$ cat config.mk
export PLATFORM = sky130hd
export DESIGN_NAME = watchdog_timer_with_key_lock_top
export DESIGN_NICKNAME = d
export VERILOG_FILES = /design/src/hdl/wdtk_pkg.sv /design/src/hdl/wdtk_in_reg.sv /design/src/hdl/wdtk_core.sv /design/src/hdl/wdtk_out_reg.sv /design/src/hdl/watchdog_timer_with_key_lock_top.sv
export VERILOG_INCLUDE_DIRS = /design/src /design/src/hdl
export SDC_FILE = /design/constraint.sdc
export NUM_CORES = 1
export LEC_CHECK = 0
export BUFFER_PORTS_ARGS = -buffer_cell sky130_fd_sc_hd__buf_2
export CAP_MARGIN = 20
export CORE_ASPECT_RATIO = 1.75
export CORE_MARGIN = 4
export CORE_UTILIZATION = 35
export CTS_CLUSTER_DIAMETER = 80
export DETAILED_ROUTE_END_ITERATION = 12
export GPL_TIMING_DRIVEN = 0
export PLACE_DENSITY = 0.48
export SETUP_SLACK_MARGIN = 0.1
export SYNTH_ARGS = -nofsm -noshare
export SYNTH_HDL_FRONTEND = slang
export SYNTH_SLANG_ARGS = --single-unit
export TNS_END_PERCENT = 1
$ cat constraint.sdc
create_clock -name clk -period 2.9 [get_ports clk]
set_input_delay 0.29 -clock clk [delete_from_list [all_inputs] [get_ports clk]]
set_output_delay 0.29 -clock clk [all_outputs]
set_load 0.005 [all_outputs]
$ cat src/hdl/watchdog_timer_with_key_lock_top_defines.svh
// Assertion macros shared by the watchdog RTL.
// Build with NO_ASSERTIONS defined to leave them out.
`ifndef WATCHDOG_TIMER_WITH_KEY_LOCK_TOP_DEFINES_SVH
`define WATCHDOG_TIMER_WITH_KEY_LOCK_TOP_DEFINES_SVH

`ifndef NO_ASSERTIONS

// Same-cycle implication, disabled while in reset
`define WDTK_ASSERT_IMP(lbl, clk, rst, ante, cons, msg) \
  lbl: assert property (@(posedge clk) disable iff (rst) (ante) |-> (cons)) \
    else $error(msg);

// Next-cycle implication, disabled while in reset
`define WDTK_ASSERT_NXT(lbl, clk, rst, ante, cons, msg) \
  lbl: assert property (@(posedge clk) disable iff (rst) (ante) |=> (cons)) \
    else $error(msg);

`else

`define WDTK_ASSERT_IMP(lbl, clk, rst, ante, cons, msg)
`define WDTK_ASSERT_NXT(lbl, clk, rst, ante, cons, msg)

`endif

`endif

$ cat src/hdl/wdtk_pkg.sv
package wdtk_pkg;

  localparam int unsigned DATA_W = 32;
  localparam int unsigned ADDR_W = 12;
  localparam int unsigned OP_W   = 2;

  localparam logic [OP_W-1:0] OP_READ  = 2'd0;
  localparam logic [OP_W-1:0] OP_WRITE = 2'd1;
  localparam logic [OP_W-1:0] OP_TICK  = 2'd2;

  localparam logic [ADDR_W-1:0] OFF_CTRL   = 12'h000;
  localparam logic [ADDR_W-1:0] OFF_LOAD   = 12'h004;
  localparam logic [ADDR_W-1:0] OFF_COUNT  = 12'h008;
  localparam logic [ADDR_W-1:0] OFF_KEY    = 12'h00C;
  localparam logic [ADDR_W-1:0] OFF_STATUS = 12'h010;

  localparam logic [DATA_W-1:0] KEY_FEED     = 32'h5A5A_5A5A;
  localparam logic [DATA_W-1:0] KEY_LOCK     = 32'h1ACC_E551;
  localparam logic [DATA_W-1:0] RELOAD_RESET = 32'h0000_FFFF;

  localparam int unsigned CTRL_ENABLE_BIT = 0;
  localparam int unsigned CTRL_INTEN_BIT  = 1;
  localparam int unsigned STATUS_TO_BIT   = 0;

  typedef struct packed {
    logic [OP_W-1:0]   op;
    logic [ADDR_W-1:0] addr;
    logic [DATA_W-1:0] wdata;
  } item_t;

  typedef struct packed {
    logic [DATA_W-1:0] rdata;
    logic              irq;
  } result_t;

endpackage

$ cat src/hdl/wdtk_in_reg.sv
module wdtk_in_reg
  import wdtk_pkg::*;
(
  input  logic  clk,
  input  logic  rst,
  input  logic  in_valid,
  output logic  in_stall,
  input  item_t in_item,
  input  logic  advance,
  output logic  item_valid,
  output item_t item
);

  // Hold the registered transaction while the result side cannot take it
  assign in_stall = item_valid && !advance;

  always_ff @(posedge clk) begin
    if (rst) begin
      item_valid <= 1'b0;
    end else if (!in_stall) begin
      item_valid <= in_valid;
    end
  end

  always_ff @(posedge clk) begin
    if (!in_stall) begin
      item <= in_item;
    end
  end

endmodule

$ cat src/hdl/wdtk_core.sv
`include "watchdog_timer_with_key_lock_top_defines.svh"

module wdtk_core
  import wdtk_pkg::*;
(
  input  logic    clk,
  input  logic    rst,
  input  logic    fire,
  input  item_t   item,
  output result_t result_next
);

  logic [DATA_W-1:0] control;
  logic [DATA_W-1:0] reload_value;
  logic [DATA_W-1:0] count;
  logic [DATA_W-1:0] key_value;
  logic              timeout_flag;
  logic              armed;
  logic              irq_level;

  logic [DATA_W-1:0] control_next;
  logic [DATA_W-1:0] reload_value_next;
  logic [DATA_W-1:0] count_next;
  logic [DATA_W-1:0] key_value_next;
  logic              timeout_flag_next;
  logic              armed_next;
  logic              irq_level_next;
  logic [DATA_W-1:0] count_dec;
  logic [DATA_W-1:0] rdata_next;

  // Count saturates at zero
  assign count_dec = (count != '0) ? count - DATA_W'(1) : '0;

  always_comb begin
    control_next      = control;
    reload_value_next = reload_value;
    count_next        = count;
    key_value_next    = key_value;
    timeout_flag_next = timeout_flag;
    armed_next        = armed;
    irq_level_next    = irq_level;
    rdata_next        = '0;
    if (fire) begin
      case (item.op)
        OP_READ: begin
          case (item.addr)
            OFF_CTRL:   rdata_next = control;
            OFF_LOAD:   rdata_next = reload_value;
            OFF_COUNT:  rdata_next = count;
            OFF_KEY:    rdata_next = key_value;
            OFF_STATUS: rdata_next = {{(DATA_W-1){1'b0}}, timeout_flag};
            default:    rdata_next = '0;
          endcase
        end
        OP_WRITE: begin
          case (item.addr)
            OFF_CTRL: begin
              // Drop control writes while locked
              if (key_value != KEY_LOCK) begin
                control_next = item.wdata;
                if (item.wdata[CTRL_ENABLE_BIT]) begin
                  armed_next = 1'b1;
                end
              end
            end
            OFF_LOAD: begin
              reload_value_next = item.wdata;
              count_next        = item.wdata;
            end
            OFF_KEY: begin
              key_value_next = item.wdata;
              if (item.wdata == KEY_FEED) begin
                count_next = reload_value;
              end
            end
            OFF_STATUS: begin
              if (item.wdata[STATUS_TO_BIT]) begin
                timeout_flag_next = 1'b0;
                irq_level_next    = 1'b0;
              end
            end
            default: ;
          endcase
        end
        OP_TICK: begin
          if (armed) begin
            if (!control[CTRL_ENABLE_BIT]) begin
              armed_next = 1'b0;
            end else begin
              count_next = count_dec;
              if (count_dec == '0) begin
                timeout_flag_next = 1'b1;
                armed_next        = 1'b0;
                if (control[CTRL_INTEN_BIT]) begin
                  irq_level_next = 1'b1;
                end
              end
            end
          end
        end
        default: ;
      endcase
    end
  end

  assign result_next.rdata = rdata_next;
  assign result_next.irq   = irq_level_next;

  always_ff @(posedge clk) begin
    if (rst) begin
      control      <= '0;
      reload_value <= RELOAD_RESET;
      count        <= RELOAD_RESET;
      key_value    <= '0;
      timeout_flag <= 1'b0;
      armed        <= 1'b0;
      irq_level    <= 1'b0;
    end else begin
      control      <= control_next;
      reload_value <= reload_value_next;
      count        <= count_next;
      key_value    <= key_value_next;
      timeout_flag <= timeout_flag_next;
      armed        <= armed_next;
      irq_level    <= irq_level_next;
    end
  end

  `WDTK_ASSERT_IMP(a_irq_needs_status, clk, rst, irq_level, timeout_flag, "irq without status")
  `WDTK_ASSERT_NXT(a_expiry_disarms, clk, rst, fire && item.op == OP_TICK && armed && control[CTRL_ENABLE_BIT] && count <= DATA_W'(1), !armed && timeout_flag && count == '0, "expiry did not disarm")
  `WDTK_ASSERT_NXT(a_lock_holds_ctrl, clk, rst, fire && item.op == OP_WRITE && item.addr == OFF_CTRL && key_value == KEY_LOCK, $stable(control) && armed == $past(armed), "locked control changed")
  `WDTK_ASSERT_NXT(a_count_no_rise, clk, rst, !(fire && item.op == OP_WRITE && (item.addr == OFF_LOAD || item.addr == OFF_KEY)), count <= $past(count), "count rose without reload")

endmodule

$ cat src/hdl/wdtk_out_reg.sv
module wdtk_out_reg
  import wdtk_pkg::*;
(
  input  logic    clk,
  input  logic    rst,
  input  logic    load_valid,
  input  result_t result_next,
  output logic    advance,
  output logic    out_valid,
  input  logic    out_stall,
  output result_t result
);

  // Move on whenever the result register is empty or being drained
  assign advance = !out_valid || !out_stall;

  always_ff @(posedge clk) begin
    if (rst) begin
      out_valid <= 1'b0;
    end else if (advance) begin
      out_valid <= load_valid;
    end
  end

  always_ff @(posedge clk) begin
    if (advance) begin
      result <= result_next;
    end
  end

endmodule

$ cat src/hdl/watchdog_timer_with_key_lock_top.sv
// Channel | Handshake            | Payload
// --------+----------------------+---------------------------
// input   | in_valid / in_stall  | op[1:0] addr[11:0] wdata[31:0]
// output  | out_valid / out_stall| rdata[31:0] irq
//
// One transaction per cycle sustained while out_stall is low. A transaction
// taken into the input register passes through the register logic into the
// result register as it advances; out_valid then rises. Reset (rst,
// synchronous) empties both registers and sets the watchdog registers to their
// reset values. A stall on the output holds the result register and, once the
// input register is also full, raises in_stall in the same cycle.
module watchdog_timer_with_key_lock_top
  import wdtk_pkg::*;
(
  input  logic              clk,
  input  logic              rst,
  input  logic              in_valid,
  output logic              in_stall,
  input  logic [OP_W-1:0]   op,
  input  logic [ADDR_W-1:0] addr,
  input  logic [DATA_W-1:0] wdata,
  output logic              out_valid,
  input  logic              out_stall,
  output logic [DATA_W-1:0] rdata,
  output logic              irq
);

  item_t   in_item;
  item_t   item;
  logic    item_valid;
  logic    advance;
  logic    fire;
  result_t result_next;
  result_t result;

  assign in_item.op    = op;
  assign in_item.addr  = addr;
  assign in_item.wdata = wdata;

  wdtk_in_reg u_in_reg (
    .clk        (clk),
    .rst        (rst),
    .in_valid   (in_valid),
    .in_stall   (in_stall),
    .in_item    (in_item),
    .advance    (advance),
    .item_valid (item_valid),
    .item       (item)
  );

  assign fire = item_valid && advance;

  wdtk_core u_core (
    .clk         (clk),
    .rst         (rst),
    .fire        (fire),
    .item        (item),
    .result_next (result_next)
  );

  wdtk_out_reg u_out_reg (
    .clk         (clk),
    .rst         (rst),
    .load_valid  (item_valid),
    .result_next (result_next),
    .advance     (advance),
    .out_valid   (out_valid),
    .out_stall   (out_stall),
    .result      (result)
  );

  assign rdata = result.rdata;
  assign irq   = result.irq;

endmodule
==> flow_summary.toml, run 1 <==
[timing]
worst_hold_slack_ns = 0.06285
clock-skew-final_ns = 0.02537
final_critical_delay_including_setup_and_external_delays_ns = 2.789
finalSetupViolations = 0
min_period_over_period_pct = 96.18
post-route-worst-setup-slack_ns = 0.1106
fmax_ghz = 0.3585
max_slew.worst_pin.slew_ns = 0.8082
grt_setup_unrepaired = "yes"
endpoints_failing_hold = 0
slew-limit-headroom_pct = 46.12
finalMaxSlewViolations = 0

[drt]
vias_per_cell = 5.491
totalWireLength_um = 39760
met2_wirelength_um = 21640
drtPass1Iterations = 5
antenna_left = 0
met3_routed_length_um = 1597
dr_iter_0_viols = 787
wire_per_inst_um = 23.20
drt-met1-wl_um = 14160
vias = 9411
routed.top_layer = "met4"
drcViolationCount = 0

[finish]
fillCellCount = 2873
layout-area-overhead-vs-synth_pct = 26.05
design.final.nets = 1378
insertedDiodeCount = 0
post_route_cells_drive_above_1_share_pct = 18.64
multiInputGateArea_mm2 = 0.004836
layout.core_utilization_pct = 45.01
storage_element_area_mm2 = 0.005040

[die]
std_cell_rows = 81
core_area_mm2 = 0.02817
top_level_ports = 85
design.die.area_mm2 = 0.03163
die_height_um = 232.3
initial_core_util_pct = 35.71
die_w_um = 136.2

[critical_path]
cp.arrival_ns = 3.27
end_kind = "flop"
worst-path-max-fanout = 10
critPathMaxStageDelay_ns = 0.56
cp.required_ns = 3.39
worstPathCellList = "or4_1, clkbuf_2, buf_4, nor4_1, o21ai_0, a211oi_1, and4_4, a31o_2, and2_1"
timing.critical_path.buf_inv = 2
critical-path-slowest-cell = "sky130_fd_sc_hd__or4_1"
critical_setup_path_kind = "flop to flop"
timing.critical_path.from_type = "flop"
worst_path_dominant_cell_family = "simple AND/OR/NAND/NOR gates"

[logic_synthesis]
cell_area_after_synthesis_mm2 = 0.01006
synth_largest_type_area_fraction_pct = 26.46
ys_async_sr_fraction_pct = 0
ys_types = 65
ff_latch_count_synth = 212
synth_area_per_cell_um2 = 8.726
synthTopCellsByArea = "sky130_fd_sc_hd__dfxtp_1, sky130_fd_sc_hd__edfxtp_1, sky130_fd_sc_hd__nand2_1"
syn-instance-count = 1153
synth_ff_type = "sky130_fd_sc_hd__dfxtp_1"
yosysSeqAreaShare_pct = 50.04
synth-edff-count = 79
synth_warnings = 0
post-synth-top-area-cell = "sky130_fd_sc_hd__dfxtp_1"
mappedNetlistNets = 1207

[placement]
numPortBuffers = 83
place_ws_ns = -0.7357
dp_hpwl_um = 29540
finalWeightedCongestion = 0.9156

[clock_tree]
ctsRootBufferMaster = "sky130_fd_sc_hd__clkbuf_16"
insertion_delay_ns = 0.55
clk_pin_slew_ns = 0.06
cts_tree = "built"
cts_buffers = 24
cts_max_path_buffers = 3
cts.htree.levels = 1
clock_sink_count = 212

[status]
run_status = "finished clean"

[worst_hold_path]
worstHoldPathType = "primary input to flop"

[grt]
number_of_global_route_vias_before_repair = 9207
grt_antenna_before_repair = 0
grt.total_usage_pct = 24.85
grt_max_degree = 31
global_route_congestion_overflow_total = 0
global_route_wire_length_before_repair_um = 58420

[run]
cap_violations = 0

[pwr]
power_leakage_nw = 4.567
power_dens_cells_mw_per_mm2 = 536.4
power.total_mw = 6.803
power.ir.vdd_worst_v = 0.0004471
==> registers in the layout (all words and copies together), names as in the netlist <==
signal,flops
u_in_reg.item,46
u_out_reg.result,33
u_core.control,32
u_core.count,32
u_core.key_value,32
u_core.reload_value,32
u_core.armed,1
u_core.irq_level,1
u_core.timeout_flag,1
u_in_reg.item_valid,1
u_out_reg.out_valid,1
==> final cells by class <==
| cell class | instances | share of cell area [%] |
|---|---|---|
| tap | 373 | 3.680 |
| clock buffer | 32 | 5.456 |
| clock inverter | 11 | 0.7695 |
| multi-input combinational | 843 | 38.13 |
| buffer | 87 | 3.769 |
| inverter | 9 | 0.2664 |
| timing repair buffer | 147 | 8.189 |
| sequential | 212 | 39.74 |
==> final timing paths <==
kind,from,end,slack [ns],cells past startpoint
setup reg to reg,u_core.count[6],u_core.irq_level,0.11,9
hold reg to reg,u_core.control[12],u_core.control[12],0.45,2
setup / recovery,u_core.count[6],u_core.irq_level,0.11,9
hold / removal,out_stall,u_out_reg.out_valid,0.06,3
==> what timing repair did <==
action / in CTS / in global routing
setup buffers: 8 / 7
resized for setup: 69 / 21
pin swaps: 6 / 5
hold endpoints to repair: 47 / 0
setup endpoints to repair: 160 / 104
hold buffers: 47 / 0
==> where the power goes <==
part / internal (mW) / total [mW] / switching, mW
Sequential: 3.15 / 3.26 / 0.105
Clock: 1.77 / 3.05 / 1.28
Combinational: 0.208 / 0.493 / 0.285
Total: 5.13 / 6.80 / 1.67
==> synthesized netlist by cell type, drive strengths merged, types with 4 or more instances <==
cell type  number
a21oi         133
a22oi          32
a32o           10
and2            4
and3            7
buf            31
clkbuf         58
dfxtp         133
edfxtp         79
ha              4
inv             9
mux2           29
mux2i          20
nand2         267
nand3          37
nand4          12
nor2          101
nor3           20
nor4           21
nor4b           6
nor4bb          8
o21ai          51
o22ai           5
o32ai           6
or2             4
or3             7
or4             8
==> placed cells by master (no fill, tap or decap), types with 25 or more instances in the layout <==
| master | Yosys | routed |
|---|---|---|
| sky130_fd_sc_hd__nand2_1 | 267 | 266 |
| sky130_fd_sc_hd__nor2_1 | 101 | 100 |
| sky130_fd_sc_hd__dfxtp_1 | 133 | 131 |
| sky130_fd_sc_hd__nand3_1 | 37 | 33 |
| sky130_fd_sc_hd__dlygate4sd3_1 | 0 | 47 |
| sky130_fd_sc_hd__clkbuf_1 | 57 | 45 |
| sky130_fd_sc_hd__a22oi_1 | 32 | 32 |
| sky130_fd_sc_hd__a21oi_1 | 133 | 129 |
| sky130_fd_sc_hd__clkbuf_16 | 0 | 25 |
| sky130_fd_sc_hd__buf_2 | 20 | 93 |
| sky130_fd_sc_hd__mux2_2 | 29 | 29 |
| sky130_fd_sc_hd__o21ai_0 | 39 | 37 |
| sky130_fd_sc_hd__edfxtp_1 | 79 | 79 |
==> layer usage <==
| metal | vias to the layer above | global-route usage, % |
|---|---|---|
| met5 | - | 0 |
| met4 | 0 | 13.37 |
| met3 | 87 | 2.689 |
| met2 | 310 | 46.91 |
| met1 | 4547 | 26.42 |
| li1 | 4467 | - |
==> kinds of logic after synthesis <==
family          after synthesis  synth area share [%]
simple gates                518                 23.59
compound gates              267                 15.92
flops                       212                 50.04
buf+inv                      98                 4.141
mux                          50                 5.459
xor+xnor                      4                0.3483
fa+ha+maj                     4                0.4975
==> per-stage QoR <==
step | std cells | setup TNS [ns] | instance area [µm²]
after detailed placement | 1611 | -37.70 | 10990
after global placement | 1609 | -106.93 | 10940
after global routing | 1714 | 0 | 12680
after floorplan | 1153 | 0 | 10060
final | 1714 | 0 | 12680
after CTS | 1708 | 0 | 12570
==> tightest hold or removal path, delay by kind of cell <==
kind	cells	cell delay [ns]
AND/OR/NAND/NOR	1	0.08
AO/OA/AOI/OAI	1	0.07
buffers and inverters	1	0.13
(Power assumes the default switching activity.)
==> run 2: changes to the inputs <==
--- a/config.mk
+++ b/config.mk
@@ -9,7 +9,6 @@
 export BUFFER_PORTS_ARGS = -buffer_cell sky130_fd_sc_hd__buf_2
 export CAP_MARGIN = 20
 export CORE_ASPECT_RATIO = 1.75
-export CORE_MARGIN = 4
 export CORE_UTILIZATION = 35
 export CTS_CLUSTER_DIAMETER = 80
 export DETAILED_ROUTE_END_ITERATION = 12
==> run 2 against run 1 <==
Critical path depth shrank 2. Total power increased by 1.9%. Global-route usage up 2.7 points. Clock power increased by 4%. Clock skew fell by 0.011 ns. Clock-buffer cell count decreased by 2. Combinational power about the same. Worst hold slack got worse by 0.0024 ns. Critical endpoint is now u_out_reg.result[23]. Largest cell class unchanged. Highest routed layer unchanged.
==> flow_summary.toml, run 2 (synthesis gave the netlist of run 1 again) <==
[die]
core_area_mm2 = 0.02807
die_height_um = 226.3
std_cell_rows = 81
initial_core_util_pct = 35.84
design.die.area_mm2 = 0.02945
die_w_um = 130.2
top_level_ports = 85

[pwr]
power_leakage_nw = 4.540
power.ir.vdd_worst_v = 0.0004297
power_dens_cells_mw_per_mm2 = 546.0

[clock_tree]
clock_sink_count = 212
cts.htree.levels = 1
cts_max_path_buffers = 3
cts_buffers = 23
cts_tree = "built"
ctsRootBufferMaster = "sky130_fd_sc_hd__clkbuf_16"
insertion_delay_ns = 0.55
clk_pin_slew_ns = 0.06

[drt]
drcViolationCount = 0
totalWireLength_um = 39870
vias_per_cell = 5.530
dr_iter_0_viols = 596
drtPass1Iterations = 5
vias = 9445
wire_per_inst_um = 23.34
antenna_left = 0

[finish]
finalNonFillerCells = 1708
insertedDiodeCount = 0
largest_register = "u_in_reg.item"
design.final.nets = 1372
fillCellCount = 2784
reg_top3 = "u_in_reg.item x46, u_out_reg.result x33"
layout-area-overhead-vs-synth_pct = 26.23
fin_area_mm2 = 0.01270
post_route_cells_drive_above_1_share_pct = 19.10
largest_reg_flops = 46
layout_common_cells = "sky130_fd_sc_hd__nand2_1, sky130_fd_sc_hd__dfxtp_1, sky130_fd_sc_hd__a21oi_1, sky130_fd_sc_hd__nor2_1, sky130_fd_sc_hd__buf_2"
final_common_cell = "sky130_fd_sc_hd__nand2_1"

[grt]
global_route_wire_length_before_repair_um = 58560
grt_antenna_before_repair = 0
number_of_global_route_vias_before_repair = 9463
grt_max_degree = 30
grt.total_usage_pct = 27.57
global_route_congestion_overflow_total = 0

[placement]
numPortBuffers = 83
finalWeightedCongestion = 0.8960
placed_cells = 1611
dp_hpwl_um = 29340
dpl_cell_area_mm2 = 0.01099

[timing]
finalMaxSlewViolations = 0
clock-skew-final_ns = 0.01451
final_critical_delay_including_setup_and_external_delays_ns = 2.833
grt_setup_unrepaired = "yes"
slew-limit-headroom_pct = 44.85
endpoints_failing_hold = 0
max_slew.worst_pin.slew_ns = 0.8273
fmax_ghz = 0.3530
finalSetupViolations = 0
min_period_over_period_pct = 97.68

[critical_path]
rrSetupSlack_ns = 0.07
cp.arrival_ns = 3.10
regToRegStartpoint = "u_in_reg.item[34]"
critical_path.reg2reg.endpoint = "u_out_reg.result[23]"
end_kind = "flop"
timing.critical_path.to = "u_out_reg.result[23]"
timing.critical_path.from_type = "flop"
critical_setup_path_kind = "flop to flop"
timing.reg2reg.worst_path_depth = 7
cp-startpoint = "u_in_reg.item[34]"
cp.required_ns = 3.16
worst-path-max-fanout = 10

[status]
run_status = "finished clean"

[run]
cap_violations = 0

[worst_hold_path]
worstHoldPathType = "primary input to flop"
## run 2: repair_timing
| item | in CTS | in global routing |
|---|---|---|
| setup buffers | 7 | 3 |
| hold buffers | 47 | 0 |
| gates resized for setup | 63 | 30 |
| hold endpoints to repair | 47 | 0 |
| setup endpoints to repair | 161 | 98 |
| pin swaps | 9 | 5 |
## run 2: worst min-delay path by stage
stage | startpoint | to | slack [ns] | depth (start not counted)
2_1_floorplan | wdata[0] | u_in_reg.item[0] | 0.39 | 0
3_3_place_gp | u_core.control[15] | u_core.control[15] | 0.44 | 2
3_5_place_dp | u_core.control[29] | u_core.control[29] | 0.44 | 2
4_1_cts | out_stall | u_out_reg.out_valid | 0.03 | 3
5_1_grt | out_stall | u_out_reg.out_valid | 0.09 | 3
6_report | out_stall | u_out_reg.out_valid | 0.06 | 3
## run 2: report_power, final
group	switching, mW	internal, mW
Sequential	0.108	3.15
Clock	1.31	1.87
Combinational	0.288	0.208
## run 2: worst max-delay path, cell delays in order (launching register included)
cell and delay, ns:
sky130_fd_sc_hd__edfxtp_1 0.45, sky130_fd_sc_hd__buf_1 0.48, sky130_fd_sc_hd__buf_1 0.56, sky130_fd_sc_hd__mux2_2 0.42, sky130_fd_sc_hd__a22oi_1 0.31, sky130_fd_sc_hd__nor2_1 0.08
sky130_fd_sc_hd__a21oi_1 0.18, sky130_fd_sc_hd__nor2_1 0.07
## run 2: layout make-up
| type | count | area [µm²] | share of cell area (%) |
|---|---|---|---|
| tap | 373 | 466.7 | 3.675 |
| sequential | 212 | 5041 | 39.69 |
| buffer | 87 | 462.9 | 3.645 |
| inverter | 9 | 33.78 | 0.2660 |
| timing repair buffer | 142 | 1013 | 7.980 |
| clock inverter | 12 | 150.1 | 1.182 |
| multi-input combinational | 843 | 4878 | 38.41 |
| clock buffer | 30 | 653.1 | 5.143 |
## run 2: metal layers
| metal | GRT usage, % | part of all wire (%) |
|---|---|---|
| met1 | 28.21 | 36 |
| met2 | 50.70 | 52 |
| met3 | 2.690 | 3.9 |
| met4 | 20.71 | 7.9 |
| met5 | 0 | 0 |
## run 2: through the flow
stage / hold WS, ns / setup WS, ns / util, % / power, mW / TNS, ns
4_1_cts: 0.02911 / 0.08965 / 44.85 / 6.995 / 0
3_5_place_dp: 0.4448 / -0.7667 / 39.15 / 3.732 / -50.26
5_1_grt: 0.09023 / 0.05087 / 45.24 / 7.141 / 0
2_1_floorplan: 0.3889 / 0.3829 / - / 3.501 / 0
6_report: 0.06041 / 0.06715 / 45.24 / 6.934 / 0
3_3_place_gp: 0.4391 / -1.187 / 38.98 / 3.731 / -118.49
